===== src/sv/mkts_pkg.sv =====
// ----------------------------------------------------------------------------
// mkts_pkg: shared types and constants of the multi-key top-K selector
// Entry layout, comparison settings, cell operation codes, register indexes.
// ----------------------------------------------------------------------------
package mkts_pkg;

	localparam int MAX_BEST = 16;
	localparam int NUM_KEYS = 4;
	localparam int KEY_W    = 32;
	localparam int TAG_W    = 16;
	localparam int IDX_W    = $clog2(MAX_BEST);
	localparam int FILL_W   = $clog2(MAX_BEST + 1);
	localparam int NK_W     = 3;
	localparam int RANK_W   = 4;
	localparam int CFG_IDX_W  = 2;
	localparam int CFG_DATA_W = 5;

	// register indexes of the configuration port
	localparam logic [CFG_IDX_W-1:0] CFG_BEST_COUNT = 2'd0;
	localparam logic [CFG_IDX_W-1:0] CFG_NUM_KEYS   = 2'd1;
	localparam logic [CFG_IDX_W-1:0] CFG_DESC_MASK  = 2'd2;

	// operation codes of an input transaction
	localparam logic OP_OFFER = 1'b0;
	localparam logic OP_FLUSH = 1'b1;

	typedef logic signed [KEY_W-1:0] key_t;

	typedef struct packed {
		key_t [NUM_KEYS-1:0] keys;
		logic [TAG_W-1:0]    tag;
	} entry_t;

	typedef struct packed {
		logic [NK_W-1:0]     nk;    // active key count, already clamped
		logic [NUM_KEYS-1:0] desc;  // 1: larger is better
	} cmp_cfg_t;

	typedef enum logic [1:0] {
		CELL_HOLD       = 2'd0,
		CELL_LOAD_NEW   = 2'd1,
		CELL_FROM_BELOW = 2'd2,
		CELL_FROM_ABOVE = 2'd3
	} cell_op_t;

endpackage


===== src/sv/mkts_cell.sv =====
// ----------------------------------------------------------------------------
// mkts_cell: one slot of the sorted store
// Holds one entry, compares it with an offered record and moves data to or
// from its neighbors as the chain control orders.
// ----------------------------------------------------------------------------
module mkts_cell (
	input  logic               clk,
	input  logic               arst_n,
	input  mkts_pkg::entry_t   new_entry,
	input  mkts_pkg::cmp_cfg_t cfg,
	input  logic               cmp_en,
	input  mkts_pkg::cell_op_t op,
	input  mkts_pkg::entry_t   below_entry,
	input  mkts_pkg::entry_t   above_entry,
	output mkts_pkg::entry_t   entry,
	output logic               beat
);

	mkts_pkg::entry_t entry_q;
	logic             beat_q;
	logic             beats_d;

	// lexicographic compare, first differing active key decides
	always_comb begin
		logic decided;
		mkts_pkg::key_t a;
		mkts_pkg::key_t b;
		decided = 1'b0;
		beats_d = 1'b0;
		for (int k = 0; k < mkts_pkg::NUM_KEYS; k++) begin
			a = new_entry.keys[k];
			b = entry_q.keys[k];
			if (!decided && (mkts_pkg::NK_W'(k) < cfg.nk) && (a != b)) begin
				decided = 1'b1;
				beats_d = cfg.desc[k] ? ($signed(a) > $signed(b)) : ($signed(a) < $signed(b));
			end
		end
	end

	always_ff @(posedge clk or negedge arst_n) begin
		if (!arst_n) begin
			beat_q <= 1'b0;
		end else if (cmp_en) begin
			beat_q <= beats_d;
		end
	end

	always_ff @(posedge clk) begin
		case (op)
			mkts_pkg::CELL_HOLD:       entry_q <= entry_q;
			mkts_pkg::CELL_LOAD_NEW:   entry_q <= new_entry;
			mkts_pkg::CELL_FROM_BELOW: entry_q <= below_entry;
			mkts_pkg::CELL_FROM_ABOVE: entry_q <= above_entry;
			default:                   entry_q <= entry_q;
		endcase
	end

	assign entry = entry_q;
	assign beat  = beat_q;

endmodule

===== config.mk =====
export PLATFORM = sky130hd
export DESIGN_NAME = mkts_cell
export DESIGN_NICKNAME = d
export VERILOG_FILES = /design/src/sv/mkts_pkg.sv /design/src/sv/mkts_cell.sv
export SDC_FILE = /design/constraint.sdc
export NUM_CORES = 1
export LEC_CHECK = 0
export BUFFER_PORTS_ARGS = -buffer_cell sky130_fd_sc_hd__clkbuf_2
export CORE_AREA = 4 4 225 227
export DETAILED_ROUTE_END_ITERATION = 16
export DIE_AREA = 0 0 229 231
export SYNTH_ARGS = -nofsm -noshare
export SYNTH_HDL_FRONTEND = slang
export SYNTH_SLANG_ARGS = --single-unit

===== constraint.sdc =====
create_clock -name clk -period 5 [get_ports clk]
set_input_delay 0 -clock clk [delete_from_list [all_inputs] [get_ports clk]]
set_output_delay 0 -clock clk [all_outputs]
set_load 0.05 [all_outputs]

==> results.rst <==
.. list-table::
   :header-rows: 1

   * - Metric
     - Value
   * - Status
     - finished clean
   * - Inserted Clock Buffers
     - 17
   * - Via count of the first global-routing pass
     - roughly 12k
   * - Number of H-tree levels
     - 4
   * - Number of failing setup endpoints in the final timing report
     - 0
   * - Register clock-pin slew on the reported worst setup and hold paths
     - roughly 0.070 ns
   * - Data arrival at the endpoint of the critical path
     - ~3.9 ns
   * - Iteration count of the initial detailed-routing pass
     - 5
   * - Routed length on met2
     - ~24 mm
   * - RR Endpoint
     - beat
   * - Overall routing resource usage
     - around 18%
   * - Clock Tree Root
     - sky130_fd_sc_hd__clkbuf_16
   * - Initial antenna violation count
     - 4
   * - Wire length of the first global-routing pass
     - slightly above 70 mm
   * - HP Start
     - below_entry[91]
   * - Number of cell rows
     - 81
   * - Cell types with the largest area share after synthesis
     - sky130_fd_sc_hd__edfxtp_1, sky130_fd_sc_hd__ha_1, sky130_fd_sc_hd__mux2i_1
   * - RSZ-0062 raised after global routing
     - no
   * - Switching power
     - 1.82 mW
   * - Total buffers and inverters traversed by the critical path
     - 2
   * - Leading area contributor after synthesis
     - sky130_fd_sc_hd__edfxtp_1
   * - Clock sink total
     - around 150
   * - Top routing layer in use
     - met4
   * - Flip-flop and latch count after synthesis
     - about 150
   * - Sink of the worst hold path
     - entry[91]
   * - Actual transition at the worst max-transition pin
     - around 0.85 ns
   * - Post-CTS Setup Bufs
     - 0
   * - Library cell contributing the largest single delay on the critical path
     - sky130_fd_sc_hd__dlygate4sd3_1
   * - Share of the yosys chip area belonging to registers
     - about two fifths
   * - Placed wire-length estimate after detailed placement
     - about 37 mm
   * - Most frequent cells after synthesis
     - sky130_fd_sc_hd__a21oi_1, sky130_fd_sc_hd__nor2_1, sky130_fd_sc_hd__mux2i_1
   * - Synth Area per Inst
     - 9.62 sq um
   * - Total congestion overflow
     - 0
   * - Portion of total power attributed to the clock network
     - 28.2%
   * - Met3 WL
     - between 3 and 4 mm
   * - Synthesized area
     - 10700 sq um
   * - Final critical delay including setup and external delays
     - around 3.5 ns
   * - Combinational fraction of design power
     - 38.8%
   * - Startpoint class of the critical path
     - register
   * - Count of pins over their slew limit
     - 0
   * - Post-route DRC violation count
     - 0
   * - Highest achievable clock rate
     - ~0.29 GHz
   * - CP max stage delay
     - slightly below 0.6 ns
   * - Antenna-violating nets left
     - 0
   * - Synth cell types
     - 50
   * - Detailed Route WL
     - around 48 mm
   * - Number of hold violations in the final report
     - 0
   * - Total vias in the final route
     - 11.8k
   * - Area after detailed placement
     - around 14000 sq um
   * - Horiz. Die Dim
     - about 230 microns
   * - Number of buffers between clock root and the deepest sink
     - 2
   * - Core footprint
     - 48600 sq um
   * - Most numerous cell in the Yosys netlist
     - sky130_fd_sc_hd__a21oi_1
   * - Leak pwr
     - between 8 and 9 nW
   * - Count of max-cap constraint violations
     - 0
   * - Depth of the most critical reg-to-reg path
     - 11
   * - Fraction of synthesized cell area taken by the top area cell type
     - 40.4%
   * - Min-Delay Path Depth
     - 3
   * - Setup TNS
     - 0 ns
   * - Dominant synthesized flop cell
     - sky130_fd_sc_hd__edfxtp_1
   * - YS warnings
     - 0
   * - Final design utilization
     - a little under two fifths
   * - Cell area power density
     - 269 nW/um^2
   * - Port bufs
     - between 500 and 600
   * - Total area of sequential cells
     - 4350 sq um
   * - Clk_lat worst skew
     - 0.48 ns
   * - Worst reg-to-reg setup slack
     - around 1.5 ns
   * - Wire length the detailed router placed on met1
     - roughly 18 mm
   * - Worst vdd rail ir drop
     - ~0.18 mV
   * - Int Pwr
     - around 3 mW
   * - IO Count
     - 589
   * - Average vias per placed instance
     - about 4.5
   * - Path category of the worst min-delay check
     - in -> reg
   * - CTS tree
     - built
   * - Area growth from synthesis to layout
     - 67.4%
   * - Wire length per cell after detailed routing
     - roughly 18 microns
   * - Footprint of the multi-input gates
     - 5680 sq um
   * - Iteration-0 DRC count of the detailed router
     - 490
   * - Critical path's top delay family
     - simple AND/OR/NAND/NOR gates
   * - Worst R2R Start
     - entry[71]
   * - Final #Nets
     - roughly 2.5k
   * - Sequential Power Share
     - roughly 33%
   * - Required time of the critical path
     - about 5.4 ns
   * - Tightest slew margin relative to the limit
     - between 40% and 50%
   * - Area of the die
     - 52900 sq um
   * - Die height
     - ~230 microns
   * - Maximum fanout along the worst path
     - 3
   * - Number of synthesized flops with an enable pin
     - ~140
   * - Cell area after layout
     - 17900 sq um
   * - Initial core utilization
     - roughly 22%
   * - Number of instances in the synthesized netlist
     - 1114
   * - Count of fill cells added during filler insertion
     - roughly 4.8k
   * - Nets in the synthesized netlist
     - approximately 1.7k
   * - Switching part of the total
     - 37.7%
   * - Largest net degree at the start of global routing
     - between 150 and 200
   * - Series of cell instances along the critical path
     - inv_1 -> ha_1 -> nand4_1 -> nor4_1 -> or3b_1 -> nor2_1 -> o21a_1 -> nand2_1 -> o2111ai_1 -> o221ai_1 -> dlygate4sd3_1
   * - Worst Path Class, Setup
     - reg -> reg
   * - Part of the cycle the worst path needs
     - a little over two thirds
   * - GPL Wtd Cong
     - 0.915
   * - Share of synthesized flip-flops with an asynchronous set or reset
     - less than 1%
   * - Worst Clk Skew
     - about 0.0084 ns
   * - Capturing element type of the critical path
     - register
   * - Share of final-layout standard cells stronger than drive strength 1
     - around a third
==> registers in the layout, summed over array words and instances, names as in the netlist <==
signal / cells
entry: 144
beat: 1
==> metal layers <==
metal | global-route usage (%) | vias to the layer above
li1 | - | 5769
met1 | 19.1 | 5378
met2 | 31.9 | 531
met3 | 5.39 | 87
met4 | 7.38 | 0
met5 | 0 | -
==> metrics by stage <==
step	std cells	hold WS (ns)	total power, mW	setup WS [ns]
3_5_place_dp	2279	-0.180	3.23	1.92
4_1_cts	2611	0.0327	4.89	1.35
5_1_grt	2615	0.0961	5.08	1.15
6_report	2615	0.108	4.82	1.49
2_1_floorplan	1114	-0.296	2.64	1.74
3_3_place_gp	2279	-0.169	3.21	2.02
==> power groups by stage <==
stage	logic [mW]	registers (mW)	clock network, mW
after detailed placement	1.62	1.61	0
after global routing	2.02	1.61	1.45
final	1.87	1.59	1.36
after floorplan	0.538	2.11	0
after CTS	1.87	1.59	1.43
after global placement	1.61	1.60	0
==> worst reg2reg max path, cell delays in order, from the launching register on <==
cell,delay [ns]
sky130_fd_sc_hd__edfxtp_1,0.38
sky130_fd_sc_hd__inv_1,0.06
sky130_fd_sc_hd__ha_1,0.30
sky130_fd_sc_hd__nand4_1,0.28
sky130_fd_sc_hd__nor4_1,0.42
sky130_fd_sc_hd__or3b_1,0.45
sky130_fd_sc_hd__nor2_1,0.23
sky130_fd_sc_hd__o21a_1,0.26
sky130_fd_sc_hd__nand2_1,0.08
sky130_fd_sc_hd__o2111ai_1,0.20
sky130_fd_sc_hd__o221ai_1,0.12
sky130_fd_sc_hd__dlygate4sd3_1,0.59
==> layout make-up <==
cell class              count  share of cell area, %
clock buffers              18                   2.39
repair buffers            891                   33.6
inverters                 133                   2.78
clock inverters            14                  0.907
multi-input cells         788                   31.7
flip-flops and latches    145                   24.3
diodes                      4                 0.0558
well taps                 622                   4.34
==> how the worst max path moves through the flow <==
| stage | start | to | slack [ns] | cells past startpoint |
|---|---|---|---|---|
| floorplan | op[0] | entry[0] | 1.74 | 4 |
| global placement | entry[71] | beat | 2.02 | 10 |
| detailed placement | entry[71] | beat | 1.92 | 10 |
| CTS | entry[71] | beat | 1.35 | 11 |
| global route | entry[43] | beat | 1.15 | 11 |
| finish | entry[71] | beat | 1.49 | 11 |
==> logic make-up after synthesis <==
group	count (synthesis)	share of synthesized area (%)
xor+xnor	3	0.245
compound gates	258	13.3
mux	146	13.6
buf+inv	181	6.40
simple gates	253	10.9
flops	145	40.6
fa+ha+maj	128	14.9
==> placed cells by master, fill, tap and decap left out, types with 3 or more instances in the layout <==
cell type and instances:
sky130_fd_sc_hd__clkbuf_16 17, sky130_fd_sc_hd__mux2i_1 146, sky130_fd_sc_hd__nor2b_1 3, sky130_fd_sc_hd__o21ai_0 17
sky130_fd_sc_hd__a21o_1 18, sky130_fd_sc_hd__dlygate4sd3_1 300, sky130_fd_sc_hd__diode_2 4, sky130_fd_sc_hd__a221oi_1 4
sky130_fd_sc_hd__and4_1 3, sky130_fd_sc_hd__nand2_1 24, sky130_fd_sc_hd__a211oi_1 6, sky130_fd_sc_hd__nand2b_1 3
sky130_fd_sc_hd__edfxtp_1 144, sky130_fd_sc_hd__o211ai_1 3, sky130_fd_sc_hd__ha_1 128, sky130_fd_sc_hd__nor2_1 161
sky130_fd_sc_hd__inv_1 133, sky130_fd_sc_hd__buf_12 3, sky130_fd_sc_hd__or3_1 3, sky130_fd_sc_hd__inv_6 3
sky130_fd_sc_hd__nor4_1 3, sky130_fd_sc_hd__clkinv_2 5, sky130_fd_sc_hd__o21ai_1 3, sky130_fd_sc_hd__bufinv_16 3
sky130_fd_sc_hd__nand3_1 9, sky130_fd_sc_hd__nor3_1 3, sky130_fd_sc_hd__a21oi_1 190, sky130_fd_sc_hd__nand4_1 24
sky130_fd_sc_hd__a31oi_1 3, sky130_fd_sc_hd__clkbuf_2 586
==> what timing repair did <==
item,CTS,global route
endpoints found under the hold margin,146,0
resized for setup,0,0
hold buffers,300,0
Power figures use the tool's default switching activity.
